==> src/hdl/next_anniversary_search_assert.svh <==
// Assertion macros for the next-anniversary search block.
// NAS_ASSERT_IMP checks a consequence in the same cycle, NAS_ASSERT_NXT in the next cycle.
`ifndef NEXT_ANNIVERSARY_SEARCH_ASSERT_SVH
`define NEXT_ANNIVERSARY_SEARCH_ASSERT_SVH

`ifndef SYNTH

`define NAS_ASSERT_IMP(lbl, clk, rstn, ante, cons) \
  lbl: assert property (@(posedge clk) disable iff (!rstn) (ante) |-> (cons)) \
    else $error("next_anniversary_search: same-cycle check failed");

`define NAS_ASSERT_NXT(lbl, clk, rstn, ante, cons) \
  lbl: assert property (@(posedge clk) disable iff (!rstn) (ante) |=> (cons)) \
    else $error("next_anniversary_search: next-cycle check failed");

`else

`define NAS_ASSERT_IMP(lbl, clk, rstn, ante, cons)

`define NAS_ASSERT_NXT(lbl, clk, rstn, ante, cons)

`endif

`endif

==> src/hdl/nas_pkg.sv <==
package nas_pkg;

  // Field widths
  localparam int unsigned MonthW   = 4;
  localparam int unsigned DayW     = 5;
  localparam int unsigned YearW    = 14;
  localparam int unsigned DaysW    = 9;
  localparam int unsigned AgeW     = 15;
  localparam int unsigned CfgIdxW  = 2;
  localparam int unsigned CfgDataW = 14;

  // Entry index wraps at this count
  localparam int unsigned MaxEntries = 16384;
  localparam int unsigned SlotW      = $clog2(MaxEntries);

  // Register map
  typedef enum logic [CfgIdxW-1:0] {
    CfgTodayMonth = 2'd0,
    CfgTodayDay   = 2'd1,
    CfgTodayYear  = 2'd2
  } cfg_reg_e;

  typedef logic [MonthW-1:0] month_t;
  typedef logic [DayW-1:0]   day_t;
  typedef logic [YearW-1:0]  year_t;

  // Days before the first of month m, month numbers past 12 run on as 31-day months
  function automatic logic [9:0] days_before(input month_t m, input logic leap);
    logic [9:0] d;
    case (m)
      4'd0:    d = 10'd0;
      4'd1:    d = 10'd0;
      4'd2:    d = 10'd31;
      4'd3:    d = 10'd59;
      4'd4:    d = 10'd90;
      4'd5:    d = 10'd120;
      4'd6:    d = 10'd151;
      4'd7:    d = 10'd181;
      4'd8:    d = 10'd212;
      4'd9:    d = 10'd243;
      4'd10:   d = 10'd273;
      4'd11:   d = 10'd304;
      4'd12:   d = 10'd334;
      4'd13:   d = 10'd365;
      4'd14:   d = 10'd396;
      default: d = 10'd427;
    endcase
    if ((m > 4'd2) && leap) begin
      d = d + 10'd1;
    end
    return d;
  endfunction

  // Same position with month 0 taken as a 31-day month ahead of January
  function automatic logic [9:0] month_pos(input month_t m, input logic leap);
    logic [9:0] p;
    if (m == 4'd0) begin
      p = 10'd0;
    end else begin
      p = days_before(m, leap) + 10'd31;
    end
    return p;
  endfunction

endpackage

==> src/hdl/nas_if.sv <==
// Anniversary entry channel
interface nas_item_if;
  import nas_pkg::*;

  logic   valid;
  logic   ready;
  logic   first;
  month_t event_month;
  day_t   event_day;
  year_t  origin_year;

  modport source (output valid, output first, output event_month, output event_day,
                  output origin_year, input ready);
  modport sink   (input valid, input first, input event_month, input event_day,
                  input origin_year, output ready);
endinterface

// Result channel
interface nas_result_if;
  import nas_pkg::*;

  logic                   valid;
  logic                   ready;
  logic [DaysW-1:0]       days_ahead;
  logic signed [AgeW-1:0] age_then;
  logic [SlotW-1:0]       best_slot;
  logic [DaysW-1:0]       best_count;
  logic signed [AgeW-1:0] best_years;

  modport source (output valid, output days_ahead, output age_then, output best_slot,
                  output best_count, output best_years, input ready);
  modport sink   (input valid, input days_ahead, input age_then, input best_slot,
                  input best_count, input best_years, output ready);
endinterface

==> src/hdl/next_anniversary_search.sv <==
// Nearest-anniversary search. Today's date is set through the write port (index 0 month,
// 1 day, 2 year). Every accepted entry produces one registered result in the next cycle: the days to
// its next occurrence (0..366, a date equal to today counts as next year), the age reached
// then, and the nearest entry seen since reset or the last request with first set (ties
// keep the earlier entry). One entry is taken every cycle; the only limit is the single
// result register, which still takes a new request while the result is being read out.
// Leap flags for this year and next are worked out when the year is written.
module next_anniversary_search (
  input  logic                          clk_i,
  input  logic                          rst_ni,
  input  logic                          cfg_we_i,
  input  logic [nas_pkg::CfgIdxW-1:0]   cfg_idx_i,
  input  logic [nas_pkg::CfgDataW-1:0]  cfg_data_i,
  nas_item_if.sink                      in_i,
  nas_result_if.source                  out_o
);
  import nas_pkg::*;

  `include "next_anniversary_search_assert.svh"

  localparam logic [14:0] Inv25      = 15'd23593;  // inverse of 25 modulo 2^15
  localparam logic [14:0] Div25Limit = 15'd1310;   // (2^15 - 1) / 25
  localparam logic [9:0]  NoneYet    = 10'd1000;
  localparam month_t      LastMonth  = 4'd12;
  localparam month_t      YearEnd    = 4'd13;
  localparam logic signed [11:0] DaysMax = 12'sd366;
  localparam logic signed [15:0] AgeMin  = -16'sd9999;
  localparam logic signed [15:0] AgeMax  = 16'sd10000;

  // Gregorian leap test: divisible by 25 through the modular inverse
  function automatic logic leap_of(input logic [14:0] y);
    logic [29:0] prod;
    logic        div25;
    prod  = y * Inv25;
    div25 = (prod[14:0] <= Div25Limit);
    return (y[1:0] == 2'd0) && (!div25 || (y[3:0] == 4'd0));
  endfunction

  // Configuration
  month_t today_month_q;
  day_t   today_day_q;
  year_t  today_year_q;
  logic   leap_this_q;
  logic   leap_next_q;
  logic [14:0] wr_year;

  assign wr_year = {1'b0, cfg_data_i[YearW-1:0]};

  always_ff @(posedge clk_i or negedge rst_ni) begin
    if (!rst_ni) begin
      today_month_q <= 4'd1;
      today_day_q   <= 5'd1;
      today_year_q  <= 14'd2000;
      leap_this_q   <= 1'b1;
      leap_next_q   <= 1'b0;
    end else if (cfg_we_i) begin
      case (cfg_reg_e'(cfg_idx_i))
        CfgTodayMonth: today_month_q <= cfg_data_i[MonthW-1:0];
        CfgTodayDay:   today_day_q   <= cfg_data_i[DayW-1:0];
        CfgTodayYear: begin
          today_year_q <= cfg_data_i[YearW-1:0];
          leap_this_q  <= leap_of(wr_year);
          leap_next_q  <= leap_of(wr_year + 15'd1);
        end
        default: ;
      endcase
    end
  end

  // Handshake
  logic out_valid_q;
  logic in_acc;

  assign in_i.ready = !out_valid_q || out_o.ready;
  assign in_acc     = in_i.valid && in_i.ready;

  // Day count to the next occurrence
  logic              later;
  logic [9:0]        pos_today;
  logic [9:0]        pos_event;
  logic [9:0]        pos_end;
  logic [9:0]        before_next;
  logic signed [11:0] base;
  logic signed [11:0] total;
  logic [DaysW-1:0]  days;

  always_comb begin
    later = (today_month_q < in_i.event_month) ||
            ((today_month_q == in_i.event_month) && (today_day_q < in_i.event_day));
    pos_today   = month_pos(today_month_q, leap_this_q);
    pos_event   = month_pos(in_i.event_month, leap_this_q);
    pos_end     = month_pos(YearEnd, leap_this_q);
    before_next = days_before(in_i.event_month, leap_next_q);
    if (later) begin
      base = $signed({2'b00, pos_event}) - $signed({2'b00, pos_today});
    end else if (today_month_q <= LastMonth) begin
      base = $signed({2'b00, pos_end}) - $signed({2'b00, pos_today}) +
             $signed({2'b00, before_next});
    end else begin
      base = 12'sd31 + $signed({2'b00, before_next});
    end
    total = base + $signed({7'b0, in_i.event_day}) - $signed({7'b0, today_day_q});
    if (total < 12'sd0) begin
      days = '0;
    end else if (total > DaysMax) begin
      days = DaysMax[DaysW-1:0];
    end else begin
      days = total[DaysW-1:0];
    end
  end

  // Age reached on that day
  logic signed [15:0]     age_raw;
  logic signed [AgeW-1:0] age;

  always_comb begin
    age_raw = $signed({2'b00, today_year_q}) + $signed({15'b0, !later}) -
              $signed({2'b00, in_i.origin_year});
    if (age_raw < AgeMin) begin
      age = AgeMin[AgeW-1:0];
    end else if (age_raw > AgeMax) begin
      age = AgeMax[AgeW-1:0];
    end else begin
      age = age_raw[AgeW-1:0];
    end
  end

  // Running minimum, first flag restarts it
  logic [SlotW-1:0]       count_q, count_d;
  logic [9:0]             near_days_q, near_days_d;
  logic [SlotW-1:0]       near_slot_q, near_slot_d;
  logic signed [AgeW-1:0] near_age_q, near_age_d;
  logic [SlotW-1:0]       slot;
  logic [9:0]             near_cmp;

  always_comb begin
    slot        = in_i.first ? '0 : count_q;
    near_cmp    = in_i.first ? NoneYet : near_days_q;
    near_days_d = in_i.first ? NoneYet : near_days_q;
    near_slot_d = in_i.first ? '0 : near_slot_q;
    near_age_d  = in_i.first ? '0 : near_age_q;
    if ({1'b0, days} < near_cmp) begin
      near_days_d = {1'b0, days};
      near_slot_d = slot;
      near_age_d  = age;
    end
    count_d = slot + 1'b1;
  end

  always_ff @(posedge clk_i or negedge rst_ni) begin
    if (!rst_ni) begin
      count_q     <= '0;
      near_days_q <= NoneYet;
      near_slot_q <= '0;
      near_age_q  <= '0;
    end else if (in_acc) begin
      count_q     <= count_d;
      near_days_q <= near_days_d;
      near_slot_q <= near_slot_d;
      near_age_q  <= near_age_d;
    end
  end

  // Result register
  logic [DaysW-1:0]       days_q;
  logic signed [AgeW-1:0] age_q;

  always_ff @(posedge clk_i or negedge rst_ni) begin
    if (!rst_ni) begin
      out_valid_q <= 1'b0;
    end else begin
      out_valid_q <= in_acc || (out_valid_q && !out_o.ready);
    end
  end

  always_ff @(posedge clk_i) begin
    if (in_acc) begin
      days_q <= days;
      age_q  <= age;
    end
  end

  // The best fields are the search state itself, so they match the result until the next request is taken
  assign out_o.valid      = out_valid_q;
  assign out_o.days_ahead = days_q;
  assign out_o.age_then   = age_q;
  assign out_o.best_slot  = near_slot_q;
  assign out_o.best_count = near_days_q[DaysW-1:0];
  assign out_o.best_years = near_age_q;

  // Checks
  `NAS_ASSERT_NXT(a_acc_gives_result, clk_i, rst_ni, in_acc, out_valid_q)
  `NAS_ASSERT_IMP(a_days_range, clk_i, rst_ni, out_valid_q, days_q <= 9'd366)
  `NAS_ASSERT_IMP(a_best_not_worse, clk_i, rst_ni, out_valid_q, near_days_q <= {1'b0, days_q})
  `NAS_ASSERT_IMP(a_age_range, clk_i, rst_ni, out_valid_q, (age_q >= -15'sd9999) && (age_q <= 15'sd10000))

endmodule

==> src/flat_wrapper.sv <==
// flat-port wrapper written by rule: the top's interface ports become plain ports
module next_anniversary_search_flat import nas_pkg::*;
  (clk_i, rst_ni, cfg_we_i, cfg_idx_i, cfg_data_i, in_i_valid, in_i_first, in_i_event_month, in_i_event_day, in_i_origin_year, in_i_ready, out_o_valid, out_o_days_ahead, out_o_age_then, out_o_best_slot, out_o_best_count, out_o_best_years, out_o_ready);
  nas_item_if in_i_i ();
  nas_result_if out_o_i ();
  input  logic clk_i;
  input  logic rst_ni;
  input  logic cfg_we_i;
  input  logic [nas_pkg::CfgIdxW-1:0] cfg_idx_i;
  input  logic [nas_pkg::CfgDataW-1:0] cfg_data_i;
  input wire logic [$bits(in_i_i.valid)-1:0] in_i_valid;
  input wire logic [$bits(in_i_i.first)-1:0] in_i_first;
  input wire logic [$bits(in_i_i.event_month)-1:0] in_i_event_month;
  input wire logic [$bits(in_i_i.event_day)-1:0] in_i_event_day;
  input wire logic [$bits(in_i_i.origin_year)-1:0] in_i_origin_year;
  output wire logic [$bits(in_i_i.ready)-1:0] in_i_ready;
  output wire logic [$bits(out_o_i.valid)-1:0] out_o_valid;
  output wire logic [$bits(out_o_i.days_ahead)-1:0] out_o_days_ahead;
  output wire logic [$bits(out_o_i.age_then)-1:0] out_o_age_then;
  output wire logic [$bits(out_o_i.best_slot)-1:0] out_o_best_slot;
  output wire logic [$bits(out_o_i.best_count)-1:0] out_o_best_count;
  output wire logic [$bits(out_o_i.best_years)-1:0] out_o_best_years;
  input wire logic [$bits(out_o_i.ready)-1:0] out_o_ready;
  assign in_i_i.valid = in_i_valid;
  assign in_i_i.first = in_i_first;
  assign in_i_i.event_month = in_i_event_month;
  assign in_i_i.event_day = in_i_event_day;
  assign in_i_i.origin_year = in_i_origin_year;
  assign in_i_ready = in_i_i.ready;
  assign out_o_valid = out_o_i.valid;
  assign out_o_days_ahead = out_o_i.days_ahead;
  assign out_o_age_then = out_o_i.age_then;
  assign out_o_best_slot = out_o_i.best_slot;
  assign out_o_best_count = out_o_i.best_count;
  assign out_o_best_years = out_o_i.best_years;
  assign out_o_i.ready = out_o_ready;
  next_anniversary_search u_core (.clk_i(clk_i), .rst_ni(rst_ni), .cfg_we_i(cfg_we_i), .cfg_idx_i(cfg_idx_i), .cfg_data_i(cfg_data_i), .in_i(in_i_i), .out_o(out_o_i));
endmodule
==> config.mk <==
export PLATFORM = sky130hd
export DESIGN_NAME = next_anniversary_search_flat
export DESIGN_NICKNAME = d
export VERILOG_FILES = /design/src/hdl/nas_pkg.sv /design/src/hdl/nas_if.sv /design/src/hdl/next_anniversary_search.sv /design/src/flat_wrapper.sv
export VERILOG_INCLUDE_DIRS = /design/src /design/src/hdl
export SDC_FILE = /design/constraint.sdc
export NUM_CORES = 1
export LEC_CHECK = 0
export BUFFER_PORTS_ARGS = -buffer_cell sky130_fd_sc_hd__buf_2
export CORE_UTILIZATION = 50
export CTS_CLUSTER_SIZE = 16
export DETAILED_ROUTE_END_ITERATION = 7
export GPL_ROUTABILITY_DRIVEN = 0
export GPL_TIMING_DRIVEN = 0
export PLACE_DENSITY = 0.72
export SLEW_MARGIN = 10
export SYNTH_ARGS = -nofsm -noshare
export SYNTH_HDL_FRONTEND = slang
export SYNTH_SLANG_ARGS = --single-unit
==> constraint.sdc <==
create_clock -name clk_i -period 24.1 [get_ports clk_i]
set_input_delay 2.41 -clock clk_i [delete_from_list [all_inputs] [get_ports clk_i]]
set_output_delay 2.41 -clock clk_i [all_outputs]
set_load 0.005 [all_outputs]
# [Yosys cells after proc, flatten, opt, wreduce, memory -nomap -nowiden]
# Memory sizes are Yosys's and may differ from the RTL's.
# Index checks and enable logic that the tools add are counted.
[op_classes] n_addsub=16 n_mul=2 order_cmp=12 eq_ne=3 muxes=23 reduce_logical=30
[op_table] operator="10-bit 2-to-1 mux" n=11
[op_table] operator="15-bit 2-to-1 mux" n=4
[op_table] operator="14-bit 2-to-1 mux" n=3
[op_table] operator="10-bit by 1-bit adder with 10-bit output (second input constant)" n=3
[op_table] operator="15-bit by 11-bit <= comparator with 1-bit output (second input constant)" n=2
[op_table] operator="12-bit 2-to-1 mux" n=2
[op_table] operator="10-bit by 10-bit subtractor with 11-bit output" n=2
[op_table] operator="10-bit by 5-bit adder with 10-bit output (second input constant)" n=2
[op_table] operator="9-bit 2-to-1 mux" n=2
[op_table] operator="16-bit by 15-bit > comparator with 1-bit output (second input constant)" n=1
[op_table] operator="4-bit logical NOT" n=4
[op_table] operator="16-bit by 15-bit < comparator with 1-bit output (second input constant)" n=1
[op_table] operator="16-bit by 15-bit subtractor with 16-bit output" n=1
[op_table] operator="14-bit by 1-bit adder with 15-bit output" n=1
[op_table] operator="14-bit by 1-bit adder with 15-bit output (second input constant)" n=1
[op_table] operator="14-bit by 15-bit multiplier with 15-bit output (second input constant)" n=1
[op_table] operator="15-bit by 15-bit multiplier with 15-bit output (second input constant)" n=1
[op_table] operator="14-bit by 1-bit adder with 14-bit output (second input constant)" n=1
[op_table] operator="12-bit by 11-bit adder with 12-bit output" n=1
[op_table] operator="12-bit by 6-bit adder with 12-bit output" n=1
[op_table] operator="12-bit by 10-bit > comparator with 1-bit output (second input constant)" n=1
[op_table] operator="12-bit by 1-bit < comparator with 1-bit output (second input constant)" n=1
[op_table] operator="12-bit by 6-bit subtractor with 12-bit output" n=1
[op_table] operator="5-bit by 10-bit adder with 11-bit output (first input constant)" n=1
[op_table] operator="16 further kinds" n=37
[totals] regBits=103 romBits=432 output_inout_bits=64 mem_count=3
[memory_table] name="(name not given)" depth=16 word_bits=9 rd=1 rd_clocked_by_memory_dff=0 write_ports=0 line_no="nas_pkg.sv:30" source="case (m)"
[memory_table] name="(name not given)" depth=16 word_bits=9 rd=1 rd_clocked_by_memory_dff=0 write_ports=0 line_no="nas_pkg.sv:30"
[memory_table] name="(name not given)" depth=16 word_bits=9 rd=1 rd_clocked_by_memory_dff=0 write_ports=0 line_no="nas_pkg.sv:30"

# [Depth between registers and ports, before layout]
# Gate-level depths: netlist of run 1.
[logic_depth] word_depth=19 mapped_depth=49 mapped_depth_nobuf=48

# [Worst setup path before layout of run 1]
# Ideal clock, no wire load.
[synth_timing] kind="input to register" start="in in_i_event_month[3]" end="reg u_core.near_slot_q[1], in the netlist u_core.out_o.best_slot[1]" arrival_ps=10145 slack_ps=13829 path_stages=40 n_path_buf=5 cell_sequence="buf_2 buf_1 mux2i_1 nor2_1 a31oi_1 ha_1 clkbuf_1 nand2_1 xor2_1 or2_2 a21oi_1 ha_1 nor2b_1 o31a_1 a21oi_1 nor2_1 a21oi_1 fa_1 (+4 left out) nand2_1 maj3_1 o31ai_1 mux2_2 buf_2 a21oi_1 ha_1 a21o_1 a21o_1 a21oi_1 nor2b_1 o21ai_0 nand2b_1 a21oi_1 o311ai_0 o21ba_4 buf_6 mux2_4"
[synth_between] elab_chain_len=17 elab_cells_between_ends=33
[synth_lines] item="from (decl)" line_no="flat_wrapper.sv:13" source="input wire logic [$bits(in_i_i.event_month)-1:0] in_i_event_month;"
[synth_lines] item="memory 16 x 9 bit"
[synth_lines] item="10-bit 2-to-1 mux" line_no="nas_pkg.sv:57" source="if (m == 4'd0) begin"
[synth_lines] item="10-bit by 1-bit adder with 10-bit output" line_no="nas_pkg.sv:49" source="d = d + 10'd1;"
[synth_lines] item="10-bit 2-to-1 mux" line_no="nas_pkg.sv:48" source="if ((m > 4'd2) && leap) begin"
[synth_lines] item="10-bit 2-to-1 mux" line_no="nas_pkg.sv:57"
[synth_lines] item="10-bit by 5-bit adder with 10-bit output" line_no="nas_pkg.sv:60" source="p = days_before(m, leap) + 10'd31;"
[synth_lines] item="10-bit 2-to-1 mux" line_no="nas_pkg.sv:57"
[synth_lines] item="10-bit by 10-bit subtractor with 11-bit output" line_no="next_anniversary_search.sv:95" source="base = $signed({2'b00, pos_event}) - $signed({2'b00, pos_today});"
[synth_lines] item="(+2 left out)"
[synth_lines] item="12-bit by 6-bit subtractor with 12-bit output (*)" line_no="next_anniversary_search.sv:102" source="total = base + $signed({7'b0, in_i.event_day}) - $signed({7'b0, today_day_q});"
[synth_lines] item="12-bit by 10-bit > comparator with 1-bit output" line_no="next_anniversary_search.sv:105" source="end else if (total > DaysMax) begin"
[synth_lines] item="9-bit 2-to-1 mux" line_no="next_anniversary_search.sv:105"
[synth_lines] item="9-bit 2-to-1 mux (*)" line_no="next_anniversary_search.sv:103" source="if (total < 12'sd0) begin"
[synth_lines] item="via u_core.days[3]" line_no="next_anniversary_search.sv:85" source="logic [DaysW-1:0] days;"
[synth_lines] item="9-bit by 10-bit < comparator with 1-bit output (*)" line_no="next_anniversary_search.sv:142" source="if ({1'b0, days} < near_cmp) begin"
[synth_lines] item="2-bit nonzero test (no line)"
[synth_lines] item="2-bit AND reduction (no line)"
[synth_lines] item="to (signal assigned)" line_no="next_anniversary_search.sv:159" source="near_slot_q <= near_slot_d;"
[synth_lines] item="to (decl)" line_no="next_anniversary_search.sv:131" source="logic [SlotW-1:0] near_slot_q, near_slot_d;"
# Mark *: on every way through the listed nets, which the timed path passes. The rest lies on a longest branch. The select of a mux whose other input is x is not followed.
# A chain may end at the register's enable or synchronous reset.

# [Worst setup path in the final report of run 1]
[layout_timing] start="in in_i_event_month[1]" end="reg u_core.near_days_q[4]"
[layout_between] elab_chain_len=16 elab_cells_between_ends=31
[layout_lines] item="memory 16 x 9 bit"
[layout_lines] item="10-bit 2-to-1 mux" line_no="nas_pkg.sv:57"
[layout_lines] item="10-bit by 1-bit adder with 10-bit output" line_no="nas_pkg.sv:49"
[layout_lines] item="10-bit 2-to-1 mux" line_no="nas_pkg.sv:48"
[layout_lines] item="10-bit 2-to-1 mux" line_no="nas_pkg.sv:57"
[layout_lines] item="10-bit by 5-bit adder with 10-bit output" line_no="nas_pkg.sv:60"
[layout_lines] item="10-bit 2-to-1 mux" line_no="nas_pkg.sv:57"
[layout_lines] item="10-bit by 10-bit subtractor with 11-bit output" line_no="next_anniversary_search.sv:95"
[layout_lines] item="12-bit 2-to-1 mux (*)" line_no="next_anniversary_search.sv:94" source="if (later) begin"
[layout_lines] item="12-bit by 6-bit adder with 12-bit output (*)" line_no="next_anniversary_search.sv:102"
[layout_lines] item="12-bit by 6-bit subtractor with 12-bit output (*)" line_no="next_anniversary_search.sv:102"
[layout_lines] item="12-bit by 10-bit > comparator with 1-bit output" line_no="next_anniversary_search.sv:105"
[layout_lines] item="9-bit 2-to-1 mux" line_no="next_anniversary_search.sv:105"
[layout_lines] item="9-bit 2-to-1 mux (*)" line_no="next_anniversary_search.sv:103"
[layout_lines] item="via u_core.days[3]" line_no="next_anniversary_search.sv:85"
[layout_lines] item="9-bit by 10-bit < comparator with 1-bit output (*)" line_no="next_anniversary_search.sv:142"
[layout_lines] item="10-bit 2-to-1 mux (*)" line_no="next_anniversary_search.sv:142"
[layout_lines] item="to (signal assigned)" line_no="next_anniversary_search.sv:153" source="near_days_q <= NoneYet;"
[layout_lines] item="to (signal assigned)" line_no="next_anniversary_search.sv:158" source="near_days_q <= near_days_d;"
[layout_lines] item="to (decl)" line_no="next_anniversary_search.sv:130" source="logic [9:0] near_days_q, near_days_d;"
# Marked as above.

==> impl_metrics.toml, run 1 <==
[status]
outcome = "finished clean"

[worst_setup_path]
r2r_setup_slack_ns = 13.34
worst_setup_path_end_kind = "flip-flop"
startpoint = "in_i_event_month[1]"
cp_slowest_stage_delay_ns = 0.86
r2r-end = "u_core.near_days_q[4]$_DFFE_PN0P_"
setup.worst_path.start_class = "primary input"
crit_end = "u_core.near_days_q[4]$_DFFE_PN0P_"
crit_top_cell = "a21oi_1"
worst-setup-path-type = "primary input to flip-flop"
r2r_cells = 42
r2r_start = "u_core.today_month_q[1]$_DFFE_PN0P_"
cp_slowest_cell = "o311ai_0"
worstPathArrival_ns = 11.74
required_ns = 24.34
critPathMaxFanout = 10

[grt]
grt-ovfl-total = 0
grt_pass1_wl_um = 46000
antenna_found_initial = 0
grt_use_total = 0.223
grt_pass1_vias = 9462
grt_start_max_net_pins = 46

[cells_and_area]
drive_above_1_share = 0.146
final_cell_count_no_fill = 1836
nNetsFinal = 1779
area_delta_synth_final_pct = 10.3

[synth]
synth_most_common_cell = "ha_1"
synth_fp_nets = 1659
ys.flop_type = "dfrtp_1"
yosysTopAreaCellShare = 0.197
netlist-cell-type-count = 94
netlist_area_um2 = 12300
yosys_warnings = 0
synth.top_cells.by_count = "ha_1 (193), inv_1 (157), nor2_1 (104), nand2_1 (96), xnor2_1 (91)"
syn_inst = 1386
synthArstFlopShare = 0.767
avgSynthCellArea_um2 = 8.86
synth_top_area_cell = "ha_1"
synth_edf_count = 24
synthTopCellsByArea = "ha_1 (20%), dfrtp_1 (13%), xnor2_1 (6.5%)"
ys_ff_latch = 103
ys_seq_area_frac = 0.221

[clock_tree]
cts_made_buffers = 9
ctsResizeCount = 0
holdBufCountCts = 0
clockRootBuffer = "clkbuf_16"
cts_tree = "built"
cts.sinks = 103
cts.path.max_buffers = 2
path_clk_slew_ns = 0.07
htree_levels = 3
post_cts_buffers = 0
clk_latency_ns = 0.36

[detailed_routing]
wl_per_cell_um = 15.2
first_iter_violations = 449
route.detailed.drc = 0
top_layer_used = "met4"
met1_length_um = 13400
drt-total-wl_um = 27800
met3_length_um = 940
via_count = 9993
drtPass1Iterations = 5
routed_via_density = 5.44
postRouteAntennaNets = 0
met2_length_um = 13200

[worst_hold_path]
hp-class = "flip-flop to flip-flop"
hp-start = "u_core.today_day_q[0]$_DFFE_PN1P_"

[placed_design]
dp_cells = 1819
hpwl_um = 23100
place_ws_ns = 12.38
io_buffers = 108

[floorplanning]
die_h_um = 159
core.rowCount = 57
die_w_um = 159
dieArea_um2 = 25200
pin_count = 109
core_um2 = 24200
initial_core_util = 0.508

[sta]
fin_crit_sh = 0.477
fin_crit_ns = 11.50
slew_violations = 0
finalHoldViolations = 0
max_slew.worst_pin.slew_ns = 1.08
final.setup.worst_slack_ns = 12.60
setup_viol = 0
maxSlewHeadroom = 0.276
fin_setup_tns_ns = 0
fmax_mhz = 86.9
rsz0062_at_grt = "no"
clock_skew_ns = 0.00806

[pwr]
power_leakage_uw = 0.00652
power.density_nw_per_um2 = 141
power_uw = 1910
ir_worst_vdd_v = 0.000118

[flow_run]
drv_cap = 0
-- area by class of cell --
| type | count | area (um^2) |
|---|---|---|
| Timing Repair Buffer | 109 | 571 |
| Clock buffer | 9 | 225 |
| Inverter | 160 | 601 |
| Clock inverter | 7 | 67.6 |
| Sequential cell | 103 | 2720 |
| Multi-Input combinational cell | 1086 | 8770 |
| Tap cell | 324 | 405 |
| Fill cell | 2201 | 10600 |
| Buffer | 37 | 204 |
| Antenna cell | 1 | 2.50 |
-- stage by stage --
stage | hold WS, ns | utilization | cell area [um^2]
finish | 0.490 | 0.561 | 13600
global route | 0.515 | 0.561 | 13600
CTS | 0.495 | 0.561 | 13600
detailed placement | 0.482 | 0.549 | 13300
global placement | 0.470 | 0.547 | 13200
floorplan | 0.456 | - | 12300
-- critical path: cells and delay by family --
kind	cells	cell delay (ns)
adders and majority gates	7	2.34
AOI/OAI and AO/OA	16	3.62
buffers and inverters	5	0.88
xor gates and xnor gates	2	0.55
and+or+nand+nor	9	1.62
muxes	2	0.32
-- cell usage in the layout, fill, tap and decap left out, drive strengths merged, types with 22 or more instances in the layout --
cell type	synthesis	final
a21o	22	22
xor2	43	43
xnor2	92	92
nand2b	25	25
dfrtp	64	64
ha	193	193
edfxtp	24	24
buf	21	130
nor2	104	104
nand2	97	97
fa	35	35
clkbuf	16	25
inv	158	161
mux2	32	32
o21ai	68	68
nor2b	24	24
nand3	25	25
a21oi	83	83
-- state kept, by name, indices dropped and copies added, names as in the netlist, 4 cells and up --
signal	flops
u_core.count_q	14
u_core.near_days_q	10
u_core.out_o.age_then	15
u_core.out_o.best_slot	14
u_core.out_o.best_years	15
u_core.out_o.days_ahead	9
u_core.today_day_q	5
u_core.today_month_q	4
u_core.today_year_q	14
-- power by group --
group          switching [uW]  total, uW  leakage (uW)  internal (uW)
combinational             833       1480       0.00518            646
clock                    71.3        144      0.000140           72.7
sequential               33.1        286       0.00120            253
-- worst min path at each step --
stage | endpoint | slack (ns) | depth (start not counted)
5_1_grt | u_core.today_day_q[0]$_DFFE_PN1P_ | 0.51 | 2
2_1_floorplan | u_core.today_year_q[0]$_DFFE_PN0P_ | 0.46 | 2
6_report | u_core.today_day_q[0]$_DFFE_PN1P_ | 0.49 | 2
3_5_place_dp | u_core.today_year_q[0]$_DFFE_PN0P_ | 0.48 | 2
3_3_place_gp | u_core.today_year_q[0]$_DFFE_PN0P_ | 0.47 | 2
4_1_cts | u_core.today_day_q[0]$_DFFE_PN1P_ | 0.50 | 2
-- cells by family after synthesis --
| logic type | count (synthesis) | synth area share |
|---|---|---|
| buffers and inverters | 197 | 0.0655 |
| multiplexers | 48 | 0.0509 |
| XOR/XNOR | 135 | 0.0975 |
| AO/OA/AOI/OAI | 291 | 0.155 |
| flip-flops | 103 | 0.221 |
| AND/OR/NAND/NOR | 382 | 0.156 |
| other | 1 | 0.000305 |
| adder cells (fa/ha/maj) | 229 | 0.254 |
-- per-layer routing --
| layer | vias to the layer above | GRT usage |
|---|---|---|
| li1 | 5055 | - |
| met1 | 4725 | 0.303 |
| met2 | 194 | 0.381 |
| met3 | 19 | 0.0253 |
| met4 | 0 | 0.0437 |
| met5 | - | 0 |
(Power assumes the default switching activity.)
==> run 2: changes to the inputs <==
--- a/config.mk
+++ b/config.mk
@@ -6,6 +6,7 @@
 export SDC_FILE = /design/constraint.sdc
 export NUM_CORES = 1
 export LEC_CHECK = 0
+export ABC_AREA = 1
 export BUFFER_PORTS_ARGS = -buffer_cell sky130_fd_sc_hd__buf_2
 export CORE_UTILIZATION = 50
 export CTS_CLUSTER_SIZE = 16
==> constraint.sdc (replaced) <==
create_clock -name clk_i -period 11.55 [get_ports clk_i]
set_input_delay 1.155 -clock clk_i [delete_from_list [all_inputs] [get_ports clk_i]]
set_output_delay 1.155 -clock clk_i [all_outputs]
set_load 0.005 [all_outputs]
==> run 2 against run 1 <==
- critical path depth increased by 10
- setup slack lost 10 ns
- combinational power up 100%
- clock-buffer cell count did not move
- core utilization is 0.61 points higher
- die area is 2.8% higher
- cell count is 14% higher
- critical path type is now flip-flop to flip-flop
- critical endpoint is now u_core.near_days_q[1]$_DFFE_PN0P_
- highest routed layer unchanged
==> impl_metrics.toml, run 2 <==
[clock_tree]
cts.sinks = 103
cts_made_buffers = 9
htree_levels = 3
cts_tree = "built"
post_cts_buffers = 0
clockRootBuffer = "clkbuf_16"
ctsResizeCount = 0
holdBufCountCts = 0
cts.path.max_buffers = 2
clk_latency_ns = 0.35
path_clk_slew_ns = 0.08

[worst_setup_path]
setup.worst_path.start_class = "flip-flop"
worst-setup-path-type = "flip-flop to flip-flop"
required_ns = 11.84
worst_setup_path_end_kind = "flip-flop"
critical_path.top_delay_family = "adder cells"
cp_slowest_stage_delay_ns = 0.57
critPathMaxFanout = 10
worstPathArrival_ns = 9.31
cp_slowest_cell = "dfrtp_1"
cp.buffers_inverters = 9

[grt]
grt_start_max_net_pins = 50
grt_pass1_wl_um = 47800
antenna_found_initial = 0
grt_use_total = 0.224
grt-ovfl-total = 0
grt_pass1_vias = 10297

[floorplanning]
die_h_um = 161
core_um2 = 24500
dieArea_um2 = 25900
pin_count = 109
initial_core_util = 0.515
die_w_um = 161
core.rowCount = 57

[pwr]
power_uw = 3840
power_frac_clock = 0.078
seqPwrFrac = 0.150
pwr-share-comb = 0.772
internal_power_uw = 1870
swShare = 0.514
p_sw_uw = 1970
ir_worst_vdd_v = 0.000321
power_leakage_uw = 0.00749
power.density_nw_per_um2 = 276

[sta]
fin_crit_ns = 9.01
fin_setup_tns_ns = 0
setup_viol = 0
fin_crit_sh = 0.780
hold_slack_ns = 0.465
fmax_mhz = 111
maxSlewHeadroom = 0.477
finalHoldViolations = 0
max_slew.worst_pin.slew_ns = 0.785
slew_violations = 0
rsz0062_at_grt = "no"
clock_skew_ns = 0.0108

[synth]
synth.top_cells.by_count = "nand2_1 (314), inv_1 (300), ha_1 (193), nand3_1 (86), a21oi_1 (84)"
netlist_area_um2 = 12600
yosysTopAreaCellShare = 0.191
synth_edf_count = 24
syn_inst = 1648
avgSynthCellArea_um2 = 7.67
ys_ff_latch = 103
yosys_warnings = 0
synth_top_area_cell = "ha_1"
ys_seq_area_frac = 0.215
ys.flop_type = "dfrtp_1"
synth_fp_nets = 1921
synthArstFlopShare = 0.767
synthTopCellsByArea = "ha_1 (19%), dfrtp_1 (13%), nand2_1 (9.3%)"
netlist-cell-type-count = 64
synth_most_common_cell = "nand2_1"

[placed_design]
hpwl_um = 23500
dp_cells = 2081
io_buffers = 108
place_area_um2 = 13600

[detailed_routing]
drtPass1Iterations = 5
drt-total-wl_um = 28000
via_count = 10641
routed_via_density = 5.07
route.detailed.drc = 0
wl_per_cell_um = 13.4
postRouteAntennaNets = 0
first_iter_violations = 603

[cells_and_area]
final_cell_count_no_fill = 2097
fill_cells = 2305
area_delta_synth_final_pct = 10.0
final_cell_mix = "nand2_1 (314), inv_1 (300), ha_1 (193)"
num_antenna_cells = 0
drive_above_1_share = 0.166
layout_commonest_cell = "nand2_1"
final_cell_area_um2 = 13900
nNetsFinal = 2041

[worst_hold_path]
hp-class = "flip-flop to flip-flop"

[status]
outcome = "finished clean"

[flow_run]
drv_cap = 0
-- run 2: changes by cell type in the layout (fill, tap and decap cells not counted), moves of 16 or more --
cell and change:
nand2b_1 -25, nand3_2 +16, xor2_1 +25, nand2_1 +218, nand2_2 +39, xnor2_1 -59
nand3_1 +62, o21ai_2 +25, nor2_1 -26, nor2b_1 -24, inv_1 +143, mux2_4 -18
-- run 2: layout make-up --
cell class | instances | area (um^2) | area share
Buffer | 32 | 225 | 0.0162
Multi-Input combinational cell | 1199 | 8520 | 0.613
Clock inverter | 7 | 66.3 | 0.00477
Inverter | 314 | 1180 | 0.0848
Timing Repair Buffer | 109 | 571 | 0.0410
Clock buffer | 9 | 225 | 0.0162
Tap cell | 324 | 405 | 0.0291
Sequential cell | 103 | 2720 | 0.195
-- run 2: logic make-up after synthesis --
group,after synthesis,synth area share
AND/OR/NAND/NOR,628,0.243
buffers and inverters,346,0.111
AO/OA/AOI/OAI,242,0.115
adder cells (fa/ha/maj),228,0.246
flip-flops,103,0.215
XOR/XNOR,100,0.0699
other,1,0.000297
-- run 2: path summary, 6_finish.rpt --
kind                                                      from                                  end  slack [ns]  depth (start not counted)
setup reg to reg           u_core.today_month_q[1]$_DFFE_PN0P_    u_core.near_days_q[1]$_DFFE_PN0P_        2.54                         51
hold reg to reg              u_core.near_days_q[9]$_DFFE_PN1P_    u_core.near_days_q[9]$_DFFE_PN1P_        0.47                          2
setup / recovery           u_core.today_month_q[1]$_DFFE_PN0P_    u_core.near_days_q[1]$_DFFE_PN0P_        2.54                         51
hold / removal               u_core.near_days_q[9]$_DFFE_PN1P_    u_core.near_days_q[9]$_DFFE_PN1P_        0.47                          2
min in group asynchronous                               rst_ni    u_core.near_days_q[4]$_DFFE_PN0P_        0.73                          1
max in group asynchronous                               rst_ni  u_core.today_year_q[10]$_DFFE_PN1P_       10.16                          2
-- run 2: worst reg2reg max path, delay by kind of cell (launching register included) --
family	cells	cell delay (ns)
flip-flops	1	0.57
AO/OA/AOI/OAI	12	1.91
AND/OR/NAND/NOR	21	2.42
adder cells (fa/ha/maj)	8	2.66
buffers and inverters	9	1.15
XOR/XNOR	1	0.22
-- run 2: per-layer routing --
layer | GRT usage | routed length, um | vias to the layer above
li1 | - | - | 5561
met1 | 0.296 | 13100 | 4857
met2 | 0.391 | 13400 | 199
met3 | 0.0295 | 1110 | 24
met4 | 0.0480 | 431 | 0
met5 | 0 | 0 | -
-- run 2: power groups by stage --
| stage | clock network, uW | registers, uW | logic (uW) |
|---|---|---|---|
| floorplan | 0 | 575 | 2340 |
| global placement | 0 | 581 | 2880 |
| detailed placement | 0 | 583 | 2950 |
| CTS | 306 | 576 | 2970 |
| global route | 319 | 586 | 3380 |
| finish | 299 | 575 | 2960 |
-- run 2: per-stage QoR --
stage                      util  setup WS (ns)
after global placement    0.554           2.67
after global routing      0.567           1.55
final                     0.567           2.54
after detailed placement  0.555           2.53
after CTS                 0.567           2.49
after floorplan               -           3.69
